### src/pqt_pkg.sv
`timescale 1ns / 1ps

package pqt_pkg;

   // Controller states.
   typedef enum logic [3:0] {
      ST_IDLE,
      ST_NORM,
      ST_SQ_X,
      ST_SQ_Y,
      ST_SQRT,
      ST_DIV_INIT,
      ST_DIV,
      ST_MUL_X,
      ST_MUL_Y,
      ST_EMIT
   } state_type;

   // Commands from the controller to the datapath.
   typedef struct packed {
      logic       load;
      logic       norm_step;
      logic       sq_x;
      logic       sq_y;
      logic       sqrt_step;
      logic       div_init;
      logic       div_step;
      logic       mul_x;
      logic       mul_y;
      logic       emit_load;
      logic [2:0] vtx;
   } cmd_type;

   // Status from the datapath to the controller.
   typedef struct packed {
      logic have_prev;
      logic zero_seg;
      logic norm_done;
   } status_type;

   // Iteration counts and fixed widths of the normalization arithmetic.
   localparam int SQRT_STEPS = 24;
   localparam int DIV_STEPS  = 18;
   localparam int CNT_W      = 5;
   localparam int RAD_W      = 48;
   localparam int ROOT_W     = 24;
   localparam int SQREM_W    = 27;
   localparam int QUO_W      = 18;
   localparam int NUM_W      = 40;
   localparam int HW_W       = 18;
   localparam int MAG_W      = 20;
   localparam int OFF_W      = 21;

   localparam logic [2:0] LAST_VTX = 3'd5;

   // Road type codes.
   localparam logic [1:0] ROAD_AVENUE  = 2'd2;
   localparam logic [1:0] ROAD_HIGHWAY = 2'd3;

   // Quad corner indexes.
   localparam logic [1:0] PT_PREV_PLUS  = 2'd0;
   localparam logic [1:0] PT_PREV_MINUS = 2'd1;
   localparam logic [1:0] PT_CUR_MINUS  = 2'd2;
   localparam logic [1:0] PT_CUR_PLUS   = 2'd3;

   // Corner used by each of the six vertices of the two triangles.
   function automatic logic [1:0] vtx_point(input logic [2:0] k);
      logic [1:0] p;
      case (k)
         3'd0: p = PT_PREV_PLUS;
         3'd1: p = PT_PREV_MINUS;
         3'd2: p = PT_CUR_MINUS;
         3'd3: p = PT_PREV_PLUS;
         3'd4: p = PT_CUR_MINUS;
         3'd5: p = PT_CUR_PLUS;
         default: p = PT_PREV_PLUS;
      endcase
      return p;
   endfunction

endpackage

### src/pqt_ctrl.sv
`timescale 1ns / 1ps

module pqt_ctrl
   import pqt_pkg::*;
(
   input  logic       clock,
   input  logic       reset,
   input  logic       req_valid,
   input  logic       req_line_start,
   output logic       req_ready,
   input  logic       rsp_ready,
   output logic       rsp_valid,
   input  status_type status,
   output cmd_type    cmd
);

   state_type         state_ff, state_in;
   logic [CNT_W-1:0]  cnt_ff, cnt_in;
   logic              rsp_valid_ff, rsp_valid_in;
   logic              out_free;

   assign out_free  = !rsp_valid_ff || rsp_ready;
   assign req_ready = (state_ff == ST_IDLE);
   assign rsp_valid = rsp_valid_ff;

   // Next state and step counter.
   always_comb begin
      state_in = state_ff;
      cnt_in   = cnt_ff;
      case (state_ff)
         ST_IDLE: begin
            if (req_valid && !req_line_start && status.have_prev) begin
               state_in = ST_NORM;
            end
         end
         ST_NORM: begin
            if (status.zero_seg) begin
               state_in = ST_EMIT;
               cnt_in   = '0;
            end else if (status.norm_done) begin
               state_in = ST_SQ_X;
            end
         end
         ST_SQ_X: state_in = ST_SQ_Y;
         ST_SQ_Y: begin
            state_in = ST_SQRT;
            cnt_in   = '0;
         end
         ST_SQRT: begin
            if (cnt_ff == CNT_W'(SQRT_STEPS - 1)) begin
               state_in = ST_DIV_INIT;
            end else begin
               cnt_in = cnt_ff + 1'b1;
            end
         end
         ST_DIV_INIT: begin
            state_in = ST_DIV;
            cnt_in   = '0;
         end
         ST_DIV: begin
            if (cnt_ff == CNT_W'(DIV_STEPS - 1)) begin
               state_in = ST_MUL_X;
            end else begin
               cnt_in = cnt_ff + 1'b1;
            end
         end
         ST_MUL_X: state_in = ST_MUL_Y;
         ST_MUL_Y: begin
            state_in = ST_EMIT;
            cnt_in   = '0;
         end
         ST_EMIT: begin
            if (out_free) begin
               if (cnt_ff[2:0] == LAST_VTX) begin
                  state_in = ST_IDLE;
               end
               cnt_in = cnt_ff + 1'b1;
            end
         end
         default: state_in = ST_IDLE;
      endcase
   end

   // Datapath commands.
   always_comb begin
      cmd           = '0;
      cmd.vtx       = cnt_ff[2:0];
      cmd.load      = (state_ff == ST_IDLE) && req_valid;
      cmd.norm_step = (state_ff == ST_NORM) && !status.zero_seg && !status.norm_done;
      cmd.sq_x      = (state_ff == ST_SQ_X);
      cmd.sq_y      = (state_ff == ST_SQ_Y);
      cmd.sqrt_step = (state_ff == ST_SQRT);
      cmd.div_init  = (state_ff == ST_DIV_INIT);
      cmd.div_step  = (state_ff == ST_DIV);
      cmd.mul_x     = (state_ff == ST_MUL_X);
      cmd.mul_y     = (state_ff == ST_MUL_Y);
      cmd.emit_load = (state_ff == ST_EMIT) && out_free;
   end

   // Output valid follows vertex loads and consumer acceptance.
   always_comb begin
      if (cmd.emit_load) begin
         rsp_valid_in = 1'b1;
      end else if (rsp_ready) begin
         rsp_valid_in = 1'b0;
      end else begin
         rsp_valid_in = rsp_valid_ff;
      end
   end

   always_ff @(posedge clock) begin
      if (reset) begin
         state_ff     <= ST_IDLE;
         cnt_ff       <= '0;
         rsp_valid_ff <= 1'b0;
      end else begin
         state_ff     <= state_in;
         cnt_ff       <= cnt_in;
         rsp_valid_ff <= rsp_valid_in;
      end
   end

   // The sixth vertex load always returns the controller to idle.
   a_last_to_idle: assert property (@(posedge clock) disable iff (reset)
      (cmd.emit_load && cmd.vtx == LAST_VTX) |=> (state_ff == ST_IDLE))
      else $error("controller did not return to idle after the last vertex");

   // At most one datapath operation per cycle.
   a_one_cmd: assert property (@(posedge clock) disable iff (reset)
      $onehot0({cmd.load, cmd.norm_step, cmd.sq_x, cmd.sq_y, cmd.sqrt_step,
                cmd.div_init, cmd.div_step, cmd.mul_x, cmd.mul_y, cmd.emit_load}))
      else $error("more than one datapath command active");

   // A new vertex never overwrites one that is still waiting.
   a_no_overwrite: assert property (@(posedge clock) disable iff (reset)
      (rsp_valid_ff && !rsp_ready) |-> !cmd.emit_load)
      else $error("vertex loaded over a pending transaction");

endmodule

### src/pqt_dp.sv
`timescale 1ns / 1ps

module pqt_dp
   import pqt_pkg::*;
#(
   parameter int COORD_BITS = 24
) (
   input  logic                         clock,
   input  logic                         reset,
   input  cmd_type                      cmd,
   output status_type                   status,
   input  logic signed [COORD_BITS-1:0] req_pt_x,
   input  logic signed [COORD_BITS-1:0] req_pt_y,
   input  logic [1:0]                   req_road_type,
   input  logic [15:0]                  req_base_width,
   input  logic [15:0]                  req_layer_height,
   input  logic [31:0]                  req_rgba_in,
   output logic signed [COORD_BITS-1:0] rsp_vert_x,
   output logic signed [COORD_BITS-1:0] rsp_vert_y,
   output logic [15:0]                  rsp_vert_z,
   output logic [31:0]                  rsp_rgba_out,
   output logic                         rsp_last_vertex
);

   localparam int D_W   = COORD_BITS + 1;
   localparam int SUM_W = ((COORD_BITS > OFF_W) ? COORD_BITS : OFF_W) + 2;

   // Point history and segment registers.
   logic signed [COORD_BITS-1:0] cur_x_ff, cur_y_ff, prv_x_ff, prv_y_ff;
   logic                         have_prev_ff;
   logic                         dx_neg_ff, dx_zero_ff, dy_pos_ff, dy_zero_ff;
   logic [D_W-1:0]               ax_ff, ay_ff;
   logic [HW_W-1:0]              hw4_ff;
   logic [15:0]                  height_ff;
   logic [31:0]                  rgba_ff;

   // Normalization arithmetic registers.
   logic [30:0]        sumsq_ff;
   logic [RAD_W-1:0]   rad_ff;
   logic [ROOT_W-1:0]  root_ff;
   logic [SQREM_W-1:0] sqrem_ff;
   logic [ROOT_W-1:0]  remx_ff, remy_ff;
   logic [QUO_W-1:0]   qx_ff, qy_ff;
   logic [MAG_W-1:0]   mx_ff, my_ff;

   // Output registers.
   logic signed [COORD_BITS-1:0] vx_ff, vy_ff;
   logic [15:0]                  vz_ff;
   logic [31:0]                  vrgba_ff;
   logic                         vlast_ff;

   // Segment vector from the previous point to the incoming one.
   logic signed [D_W-1:0] dx, dy;
   logic [D_W-1:0]        adx, ady;
   logic [HW_W-1:0]       hw4;
   always_comb begin
      dx  = D_W'(req_pt_x) - D_W'(cur_x_ff);
      dy  = D_W'(req_pt_y) - D_W'(cur_y_ff);
      adx = dx[D_W-1] ? D_W'(-dx) : D_W'(dx);
      ady = dy[D_W-1] ? D_W'(-dy) : D_W'(dy);
      case (req_road_type)
         ROAD_AVENUE:  hw4 = HW_W'(req_base_width) * HW_W'(3);
         ROAD_HIGHWAY: hw4 = HW_W'(req_base_width) * HW_W'(4);
         default:      hw4 = HW_W'(req_base_width) * HW_W'(2);
      endcase
   end

   // Magnitude range test for the power-of-two normalization.
   logic [D_W-1:0] maxv;
   logic           above, below;
   always_comb begin
      maxv  = (ax_ff > ay_ff) ? ax_ff : ay_ff;
      above = |maxv[D_W-1:15];
      below = ~|maxv[D_W-1:14];
   end

   assign status.have_prev = have_prev_ff;
   assign status.zero_seg  = (ax_ff == '0) && (ay_ff == '0);
   assign status.norm_done = !above && !below;

   // Squares, root step, divide steps and offset products.
   logic [29:0]        sqx, sqy;
   logic [SQREM_W-1:0] sq_t, sq_trial;
   logic [NUM_W-1:0]   numx, numy;
   logic [ROOT_W:0]    dvx_t, dvy_t;
   logic [35:0]        prod;
   logic [36:0]        prod_rnd;
   always_comb begin
      sqx      = ax_ff[14:0] * ax_ff[14:0];
      sqy      = ay_ff[14:0] * ay_ff[14:0];
      sq_t     = {sqrem_ff[SQREM_W-3:0], rad_ff[RAD_W-1 -: 2]};
      sq_trial = {1'b0, root_ff, 2'b01};
      numx     = NUM_W'({ax_ff[14:0], 23'b0}) + NUM_W'(root_ff[ROOT_W-1:1]);
      numy     = NUM_W'({ay_ff[14:0], 23'b0}) + NUM_W'(root_ff[ROOT_W-1:1]);
      dvx_t    = {remx_ff, qx_ff[QUO_W-1]};
      dvy_t    = {remy_ff, qy_ff[QUO_W-1]};
      prod     = (cmd.mul_x ? 36'(qy_ff) : 36'(qx_ff)) * 36'(hw4_ff);
      prod_rnd = 37'(prod) + 37'(1 << 16);
   end

   // Signed offsets along the perpendicular.
   logic signed [OFF_W-1:0] offx, offy, off_x_sel, off_y_sel;
   logic [1:0]              pt;
   logic signed [COORD_BITS-1:0] bx, by;
   logic signed [SUM_W-1:0] sx, sy;
   logic signed [SUM_W-1:0] sat_hi, sat_lo;
   logic signed [COORD_BITS-1:0] vx_in, vy_in;
   always_comb begin
      if (dy_zero_ff) begin
         offx = '0;
      end else if (dy_pos_ff) begin
         offx = -OFF_W'(mx_ff);
      end else begin
         offx = OFF_W'(mx_ff);
      end
      if (dx_zero_ff) begin
         offy = '0;
      end else if (dx_neg_ff) begin
         offy = -OFF_W'(my_ff);
      end else begin
         offy = OFF_W'(my_ff);
      end
      pt = vtx_point(cmd.vtx);
      bx = (pt == PT_PREV_PLUS || pt == PT_PREV_MINUS) ? prv_x_ff : cur_x_ff;
      by = (pt == PT_PREV_PLUS || pt == PT_PREV_MINUS) ? prv_y_ff : cur_y_ff;
      off_x_sel = (pt == PT_PREV_MINUS || pt == PT_CUR_MINUS) ? -offx : offx;
      off_y_sel = (pt == PT_PREV_MINUS || pt == PT_CUR_MINUS) ? -offy : offy;
      sx = SUM_W'(bx) + SUM_W'(off_x_sel);
      sy = SUM_W'(by) + SUM_W'(off_y_sel);
      sat_hi = SUM_W'({1'b0, {(COORD_BITS-1){1'b1}}});
      sat_lo = -sat_hi - SUM_W'(1);
      if (sx > sat_hi) begin
         vx_in = sat_hi[COORD_BITS-1:0];
      end else if (sx < sat_lo) begin
         vx_in = sat_lo[COORD_BITS-1:0];
      end else begin
         vx_in = sx[COORD_BITS-1:0];
      end
      if (sy > sat_hi) begin
         vy_in = sat_hi[COORD_BITS-1:0];
      end else if (sy < sat_lo) begin
         vy_in = sat_lo[COORD_BITS-1:0];
      end else begin
         vy_in = sy[COORD_BITS-1:0];
      end
   end

   // Previous point state.
   always_ff @(posedge clock) begin
      if (reset) begin
         cur_x_ff     <= '0;
         cur_y_ff     <= '0;
         have_prev_ff <= 1'b0;
      end else if (cmd.load) begin
         cur_x_ff     <= req_pt_x;
         cur_y_ff     <= req_pt_y;
         have_prev_ff <= 1'b1;
      end
   end

   // Working registers.
   always_ff @(posedge clock) begin
      if (cmd.load) begin
         prv_x_ff   <= cur_x_ff;
         prv_y_ff   <= cur_y_ff;
         ax_ff      <= adx;
         ay_ff      <= ady;
         dx_neg_ff  <= dx[D_W-1];
         dx_zero_ff <= (dx == '0);
         dy_pos_ff  <= !dy[D_W-1] && (dy != '0);
         dy_zero_ff <= (dy == '0);
         hw4_ff     <= hw4;
         height_ff  <= req_layer_height;
         rgba_ff    <= req_rgba_in;
      end
      if (cmd.norm_step) begin
         if (above) begin
            ax_ff <= ax_ff >> 1;
            ay_ff <= ay_ff >> 1;
         end else begin
            ax_ff <= ax_ff << 1;
            ay_ff <= ay_ff << 1;
         end
      end
      if (cmd.sq_x) begin
         sumsq_ff <= 31'(sqx);
      end
      if (cmd.sq_y) begin
         rad_ff   <= {1'b0, sumsq_ff + 31'(sqy), 16'b0};
         root_ff  <= '0;
         sqrem_ff <= '0;
      end
      // One result bit of the square root per cycle.
      if (cmd.sqrt_step) begin
         rad_ff <= rad_ff << 2;
         if (sq_t >= sq_trial) begin
            sqrem_ff <= sq_t - sq_trial;
            root_ff  <= {root_ff[ROOT_W-2:0], 1'b1};
         end else begin
            sqrem_ff <= sq_t;
            root_ff  <= {root_ff[ROOT_W-2:0], 1'b0};
         end
      end
      if (cmd.div_init) begin
         remx_ff <= ROOT_W'(numx[NUM_W-1:QUO_W]);
         remy_ff <= ROOT_W'(numy[NUM_W-1:QUO_W]);
         qx_ff   <= numx[QUO_W-1:0];
         qy_ff   <= numy[QUO_W-1:0];
      end
      // One quotient bit of each unit component per cycle.
      if (cmd.div_step) begin
         if (dvx_t >= {1'b0, root_ff}) begin
            remx_ff <= ROOT_W'(dvx_t - {1'b0, root_ff});
            qx_ff   <= {qx_ff[QUO_W-2:0], 1'b1};
         end else begin
            remx_ff <= dvx_t[ROOT_W-1:0];
            qx_ff   <= {qx_ff[QUO_W-2:0], 1'b0};
         end
         if (dvy_t >= {1'b0, root_ff}) begin
            remy_ff <= ROOT_W'(dvy_t - {1'b0, root_ff});
            qy_ff   <= {qy_ff[QUO_W-2:0], 1'b1};
         end else begin
            remy_ff <= dvy_t[ROOT_W-1:0];
            qy_ff   <= {qy_ff[QUO_W-2:0], 1'b0};
         end
      end
      if (cmd.mul_x) begin
         mx_ff <= prod_rnd[36:17];
      end
      if (cmd.mul_y) begin
         my_ff <= prod_rnd[36:17];
      end
      if (cmd.emit_load) begin
         vx_ff    <= vx_in;
         vy_ff    <= vy_in;
         vz_ff    <= height_ff;
         vrgba_ff <= rgba_ff;
         vlast_ff <= (cmd.vtx == LAST_VTX);
      end
   end

   assign rsp_vert_x      = vx_ff;
   assign rsp_vert_y      = vy_ff;
   assign rsp_vert_z      = vz_ff;
   assign rsp_rgba_out    = vrgba_ff;
   assign rsp_last_vertex = vlast_ff;

endmodule

### src/polyline_to_quad_triangles.sv
`timescale 1ns / 1ps
// A continuing point passes, in order, through 0 to 14 normalization shifts (more when
// COORD_BITS - 15 exceeds 14), two squares, 24 square-root steps, 18 divide steps and two
// offset products before its first vertex. A zero-length segment skips this arithmetic.
// Six vertices follow, one per cycle while the consumer is ready. One point is handled at a
// time: a new point is accepted only in idle, after the last vertex of a segment is loaded.
// Reset clears the previous point and marks it absent.

module polyline_to_quad_triangles
   import pqt_pkg::*;
#(
   parameter int COORD_BITS = 24
) (
   input  logic                         clock,
   input  logic                         reset,
   input  logic                         req_valid,
   output logic                         req_ready,
   input  logic signed [COORD_BITS-1:0] req_pt_x,
   input  logic signed [COORD_BITS-1:0] req_pt_y,
   input  logic                         req_line_start,
   input  logic [1:0]                   req_road_type,
   input  logic [15:0]                  req_base_width,
   input  logic [15:0]                  req_layer_height,
   input  logic [31:0]                  req_rgba_in,
   output logic                         rsp_valid,
   input  logic                         rsp_ready,
   output logic signed [COORD_BITS-1:0] rsp_vert_x,
   output logic signed [COORD_BITS-1:0] rsp_vert_y,
   output logic [15:0]                  rsp_vert_z,
   output logic [31:0]                  rsp_rgba_out,
   output logic                         rsp_last_vertex
);

   cmd_type    cmd;
   status_type status;

   // Sequencer for one transaction at a time.
   pqt_ctrl u_ctrl (
      .clock          (clock),
      .reset          (reset),
      .req_valid      (req_valid),
      .req_line_start (req_line_start),
      .req_ready      (req_ready),
      .rsp_ready      (rsp_ready),
      .rsp_valid      (rsp_valid),
      .status         (status),
      .cmd            (cmd)
   );

   // Arithmetic and vertex registers.
   pqt_dp #(
      .COORD_BITS (COORD_BITS)
   ) u_dp (
      .clock            (clock),
      .reset            (reset),
      .cmd              (cmd),
      .status           (status),
      .req_pt_x         (req_pt_x),
      .req_pt_y         (req_pt_y),
      .req_road_type    (req_road_type),
      .req_base_width   (req_base_width),
      .req_layer_height (req_layer_height),
      .req_rgba_in      (req_rgba_in),
      .rsp_vert_x       (rsp_vert_x),
      .rsp_vert_y       (rsp_vert_y),
      .rsp_vert_z       (rsp_vert_z),
      .rsp_rgba_out     (rsp_rgba_out),
      .rsp_last_vertex  (rsp_last_vertex)
   );

endmodule

### config.mk
export PLATFORM = sky130hd
export DESIGN_NAME = polyline_to_quad_triangles
export DESIGN_NICKNAME = d
export VERILOG_FILES = /design/src/pqt_pkg.sv /design/src/pqt_ctrl.sv /design/src/pqt_dp.sv /design/src/polyline_to_quad_triangles.sv
export SDC_FILE = /design/constraint.sdc
export NUM_CORES = 2
export LEC_CHECK = 0
export ABC_CLOCK_PERIOD_IN_PS = 18850
export BUFFER_PORTS_ARGS = -buffer_cell sky130_fd_sc_hd__buf_2
export CAP_MARGIN = 20
export CELL_PAD_IN_SITES_DETAIL_PLACEMENT = 0
export CELL_PAD_IN_SITES_GLOBAL_PLACEMENT = 2
export CORE_ASPECT_RATIO = 0.8
export CORE_UTILIZATION = 45
export CTS_CLUSTER_DIAMETER = 40
export DETAILED_ROUTE_END_ITERATION = 8
export GPL_TIMING_DRIVEN = 0
export PLACE_DENSITY = 0.86
export SETUP_SLACK_MARGIN = 0.4
export SYNTH_ARGS = -nofsm -noshare
export SYNTH_HDL_FRONTEND = slang
export SYNTH_HIERARCHICAL = 1
export SYNTH_SLANG_ARGS = --single-unit
### constraint.sdc
create_clock -name clock -period 18.85 [get_ports clock]
set_input_delay 1.885 -clock clock [delete_from_list [all_inputs] [get_ports clock]]
set_output_delay 1.885 -clock clock [all_outputs]
set_load 0.05 [all_outputs]
**Word level (Yosys, flattened, before mapping)**

Index checks and enable logic that the tools add are counted.

- Equal/unequal tests: 28
- Mux-type cells: 57
- Multiply operators: 4
- Add/sub/neg operators: 18
- Reductions and logical operators: 36
- Order comparisons: 8

Operator list:

| kind | number |
|---|---|
| 25-bit 2-to-1 mux | 12 |
| 24-bit 2-to-1 mux | 12 |
| 21-bit 2-to-1 mux | 6 |
| 25-bit logical NOT | 4 |
| 48-bit 2-to-1 mux | 2 |
| 18-bit 2-to-1 mux | 5 |
| 38-bit by 23-bit adder with 39-bit output | 2 |
| 15-bit by 15-bit multiplier with 30-bit output | 2 |
| 26-bit by 24-bit greater-than comparator with 1-bit output (second input constant) | 2 |
| 26-bit by 24-bit < comparator with 1-bit output (second input constant) | 2 |
| 24-bit by 21-bit adder with 25-bit output | 2 |
| 25-bit by 24-bit >= comparator with 1-bit output | 2 |
| 25-bit negation | 2 |
| 24-bit by 24-bit subtractor with 25-bit output | 2 |
| 24-bit subtractor | 2 |
| 20-bit negation with 21-bit output | 2 |
| 21-bit negation | 2 |
| 4-bit case mux with 10 select lines | 1 |
| 36-bit by 17-bit adder with 37-bit output (second input constant) | 1 |
| 36-bit by 18-bit multiplier with 36-bit output | 1 |
| 18-bit case mux with 2 select lines | 1 |
| 30-bit by 30-bit adder with 31-bit output | 1 |
| 4-bit 2-to-1 mux | 7 |
| 27-bit by 26-bit >= comparator with 1-bit output | 1 |
| 35 further kinds | 75 |

- Bits in registers: 559
- Logic and storage cells: 184
- Bits of input ports: 119

**Longest topological paths before layout**

- Depth after elaboration: 9
- Mapped depth: 32

**Modules after synthesis**

Netlist, hierarchy kept.

Modules (own cells, without submodules):

| module | times used | seq. area each (µm²) | area an instance (µm²) | cells each |
|---|---|---|---|---|
| pqt_dp | 1 | 15965.3 | 58381.0 | 6012 |
| pqt_ctrl | 1 | 200.2 | 767.0 | 93 |

**Worst setup path after synthesis**

OpenSTA, ideal clock, no wires.

- Path kind: reg2reg
- From: reg u_ctrl.state_ff[1]
- To: reg u_dp.mx_ff[18] (data pin)
- Setup slack: 9.858 ns
- Stages on the path, launching flop included: 28
- Buffers on the path: 4
- Required time: 18.581 ns
- Data arrival time: 8.723 ns
- Library setup time: 0.269 ns
- Cells stage by stage: dfxtp_1 -> clkbuf_1 -> nand2b_1 -> nor2_1 -> clkbuf_1 -> clkbuf_1 -> mux2_2 -> buf_1 -> nand2_1 -> fa_1 -> fa_1 -> inv_1 -> fa_1 -> inv_1 -> fa_1 -> fa_1 -> fa_1 -> inv_1 -> ha_1 -> a21o_1 -> a21o_1 -> a21o_1 -> or3_1 -> o311ai_0 -> o21ai_0 -> o41ai_1 -> o21ai_0 -> xor2_1

RTL lines:

| what | RTL line | text |
|---|---|---|
| start, declared | pqt_ctrl.sv:17 | `state_type state_ff, state_in;` |
| start signal, assigned | pqt_ctrl.sv:117 | `state_ff <= state_in;` |
| end signal, assigned | pqt_dp.sv:228 | `mx_ff <= prod_rnd[36:17];` |
| end, declared | pqt_dp.sv:44 | `logic [MAG_W-1:0] mx_ff, my_ff;` |

==> impl_metrics.py <==
metrics = {
    "outcome": {
        "status": "finished, final reports clean",
    },
    "worst_setup_path": {
        "endpoint_kind": "flip-flop",
        "reg2reg_slack_ns": 7.83,
        "critical_path_arrival_ns": 11.52,
        "crit_type": "flip-flop to flip-flop",
        "rr_endpoint": "u_dp/my_ff[18]",
        "slowest_delay_ns": 0.75,
        "worstPathRequired_ns": 19.35,
        "reg2reg_from": "u_ctrl/state_ff[1]",
        "worstPathMaxFanout": 13,
        "cp_slowest_cell": "nor2_2",
        "rr_worst_depth": 28,
        "path_common_cell": "fa_1",
        "critPathLaunchType": "flip-flop",
    },
    "clock_tree": {
        "clockBufferDepth": 3,
        "cts_resized": 0,
        "clk_latency_ns": 0.71,
        "cts_tree": "done",
        "clock-sinks": 558,
        "postCtsSetupBuffers": 0,
        "clk_pin_slew_ns": 0.06,
        "root_buffer": "clkbuf_16",
        "cts_buffers": 92,
        "hold_buffers": 0,
        "cts_max_level": 3,
    },
    "sta": {
        "finalHoldViolations": 0,
        "setup_viol": 0,
        "period_minus_slack_ns": 11.02,
        "finalCritPeriodShare": 0.584,
        "slew_violations": 0,
        "worst_slew_pin_slew_ns": 1.17,
        "clock_skew_ns": 0.0413,
        "slew_headroom": 0.217,
        "fmax_ghz": 0.0908,
        "rsz0062_at_grt": "no",
        "tns_ns": 0,
    },
    "route": {
        "drt_iter0_drc": 3090,
        "dr.pass1.iters": 6,
        "drt_wl_total_um": 167000,
        "detail-route-antenna-nets": 0,
        "vias": 44500,
        "viasPerCell": 5.40,
        "route.detailed.drc": 0,
        "wl_per_cell_um": 20.2,
    },
    "synthesis": {
        "syn_avg_cell_area_um2": 9.69,
        "netlist.area_leader.share": 0.253,
        "yosysSeqAreaShare": 0.273,
        "yosysMostFrequentCell": "inv_1",
        "synthArstFlopShare": 0,
        "synth_ff_type": "edfxtp_1",
        "ys_types": 101,
        "synth_common_cells": "912 x inv_1, 581 x nand2_1, 568 x fa_1",
        "synth_area_leaders": "edfxtp_1 25%, fa_1 19%, ha_1 11%, inv_1 5.8%, nand2_1 3.7%",
        "postSynthCellCount": 6105,
        "synth_warnings": 6,
        "syn_area_um2": 59100,
        "synth.ff_latch_count": 558,
        "syn_nets": 7318,
        "synth_edf_count": 499,
        "netlist.top_cell.by_area": "edfxtp_1",
    },
    "die": {
        "rows": 118,
        "dieArea_um2": 133000,
        "fp.dieW_um": 407,
        "start_util": 0.455,
        "die_y_um": 326,
        "core-area_um2": 130000,
        "ios": 218,
    },
    "layout": {
        "drive_gt1_frac": 0.0853,
        "area_delta_synth_final_pct": 11.4,
        "fin_nets": 7641,
        "postLayoutCoreUtil": 0.507,
        "n_fill_cell": 12200,
    },
    "placed_design": {
        "place_hpwl_um": 134000,
        "port_buffers": 216,
        "place.gp.congestion": 0.898,
    },
    "global_route": {
        "grt_start_max_net_pins": 78,
        "grt_pass1_vias": 44200,
        "grt_pass1_wl_um": 260000,
        "grt_overflow": 0,
        "grt_usage": 0.251,
        "antenna_found_initial": 2,
    },
    "job": {
        "drv_cap": 0,
    },
    "hold_path": {
        "hold_path.class": "flip-flop to flip-flop",
        "min-delay-start": "u_dp/rgba_ff[23]",
        "holdPathEnd": "u_dp/rsp_rgba_out[23]",
        "hold_depth": 0,
    },
}
[flip-flops by register name (all words and copies together) (netlist names), 20 cells and up]
| name | cells |
|---|---|
| u_dp/rad_ff | 32 |
| u_dp/rgba_ff | 32 |
| u_dp/rsp_rgba_out | 32 |
| u_dp/sumsq_ff | 29 |
| u_dp/ax_ff | 25 |
| u_dp/ay_ff | 25 |
| u_dp/sqrem_ff | 25 |
| u_dp/cur_x_ff | 24 |
| u_dp/cur_y_ff | 24 |
| u_dp/prv_x_ff | 24 |
| u_dp/prv_y_ff | 24 |
| u_dp/remx_ff | 24 |
| u_dp/remy_ff | 24 |
| u_dp/root_ff | 24 |
| u_dp/rsp_vert_x | 24 |
| u_dp/rsp_vert_y | 24 |
| u_dp/mx_ff | 20 |
| u_dp/my_ff | 20 |
[through the flow]
step | cells | instance area [um^2] | hold WS [ns] | setup slack, ns
after floorplan | 6105 | 59100 | 0.400 | 9.86
after global placement | 8061 | 62400 | 0.400 | 6.95
after detailed placement | 8074 | 62600 | 0.405 | 7.85
after CTS | 8247 | 65900 | 0.414 | 7.84
after global routing | 8247 | 65900 | 0.420 | 7.07
final | 8248 | 65900 | 0.415 | 7.83
[area by class of cell]
cell class              instances  area, um^2  area share
diodes                          1        2.50   0.0000380
clock buffers                  97        2340      0.0355
repair buffers                229        1290      0.0196
inverters                     918        3450      0.0523
well taps                    1740        2180      0.0330
plain buffers                 220         882      0.0134
multi-input cells            4409       38700       0.587
flip-flops and latches        558       16200       0.245
clock inverters                76         907      0.0138
[cells in the final DEF, fill, tap and decap left out, types with 182 or more instances in the layout]
| cell | netlist | final |
|---|---|---|
| ha_1 | 526 | 526 |
| clkbuf_1 | 179 | 182 |
| nand2_1 | 581 | 581 |
| fa_1 | 568 | 568 |
| nor2_1 | 423 | 422 |
| and2_1 | 208 | 207 |
| mux2i_1 | 214 | 214 |
| inv_1 | 912 | 912 |
| a21oi_1 | 277 | 277 |
| xnor2_1 | 197 | 197 |
| buf_2 | 6 | 222 |
| edfxtp_1 | 499 | 499 |
| o21ai_0 | 182 | 182 |
[kinds of logic (layout without fill, tap and decap cells)]
logic type,count (synthesis),count (layout),synth area share
fa+ha+maj,1140,1140,0.311
buf+inv,1138,1540,0.0732
simple gates,1724,1724,0.141
xor+xnor,285,285,0.0422
flops,558,558,0.273
compound gates,961,961,0.106
other cells,1,2,0.0000634
mux,298,298,0.0523
[how the worst max path moves through the flow]
stage,endpoint,startpoint,cells after the start
after detailed placement,u_dp/mx_ff[17],u_ctrl/state_ff[1],28
final,u_dp/my_ff[18],u_ctrl/state_ff[1],28
after global routing,u_dp/mx_ff[18],u_ctrl/state_ff[1],28
after global placement,u_dp/my_ff[17],u_ctrl/state_ff[1],28
after CTS,u_dp/mx_ff[17],u_ctrl/state_ff[1],28
after floorplan,u_dp/mx_ff[18],u_ctrl/state_ff[1],27
[metal layers]
| metal | vias to the layer above | wire length [um] | GRT usage | share of wire |
|---|---|---|---|---|
| li1 | 21400 | - | - | - |
| met1 | 21800 | 82700 | 0.382 | 0.50 |
| met2 | 1187 | 71200 | 0.374 | 0.43 |
| met3 | 188 | 9690 | 0.0391 | 0.058 |
| met4 | 0 | 3360 | 0.0563 | 0.020 |
| met5 | - | 0 | 0 | 0 |
[critical path: cells and delay by family (launching register included)]
family,cells,cell delay [ns]
AOI/OAI and AO/OA,9,2.96
xor gates and xnor gates,1,0.33
adders and majority gates,7,3.30
buffers and inverters,7,2.26
DFF,1,0.41
muxes,1,0.41
and+or+nand+nor,3,1.15
Power is not shown: default switching activity piles up to over one toggle a cycle in this logic, so the estimate is an artifact.
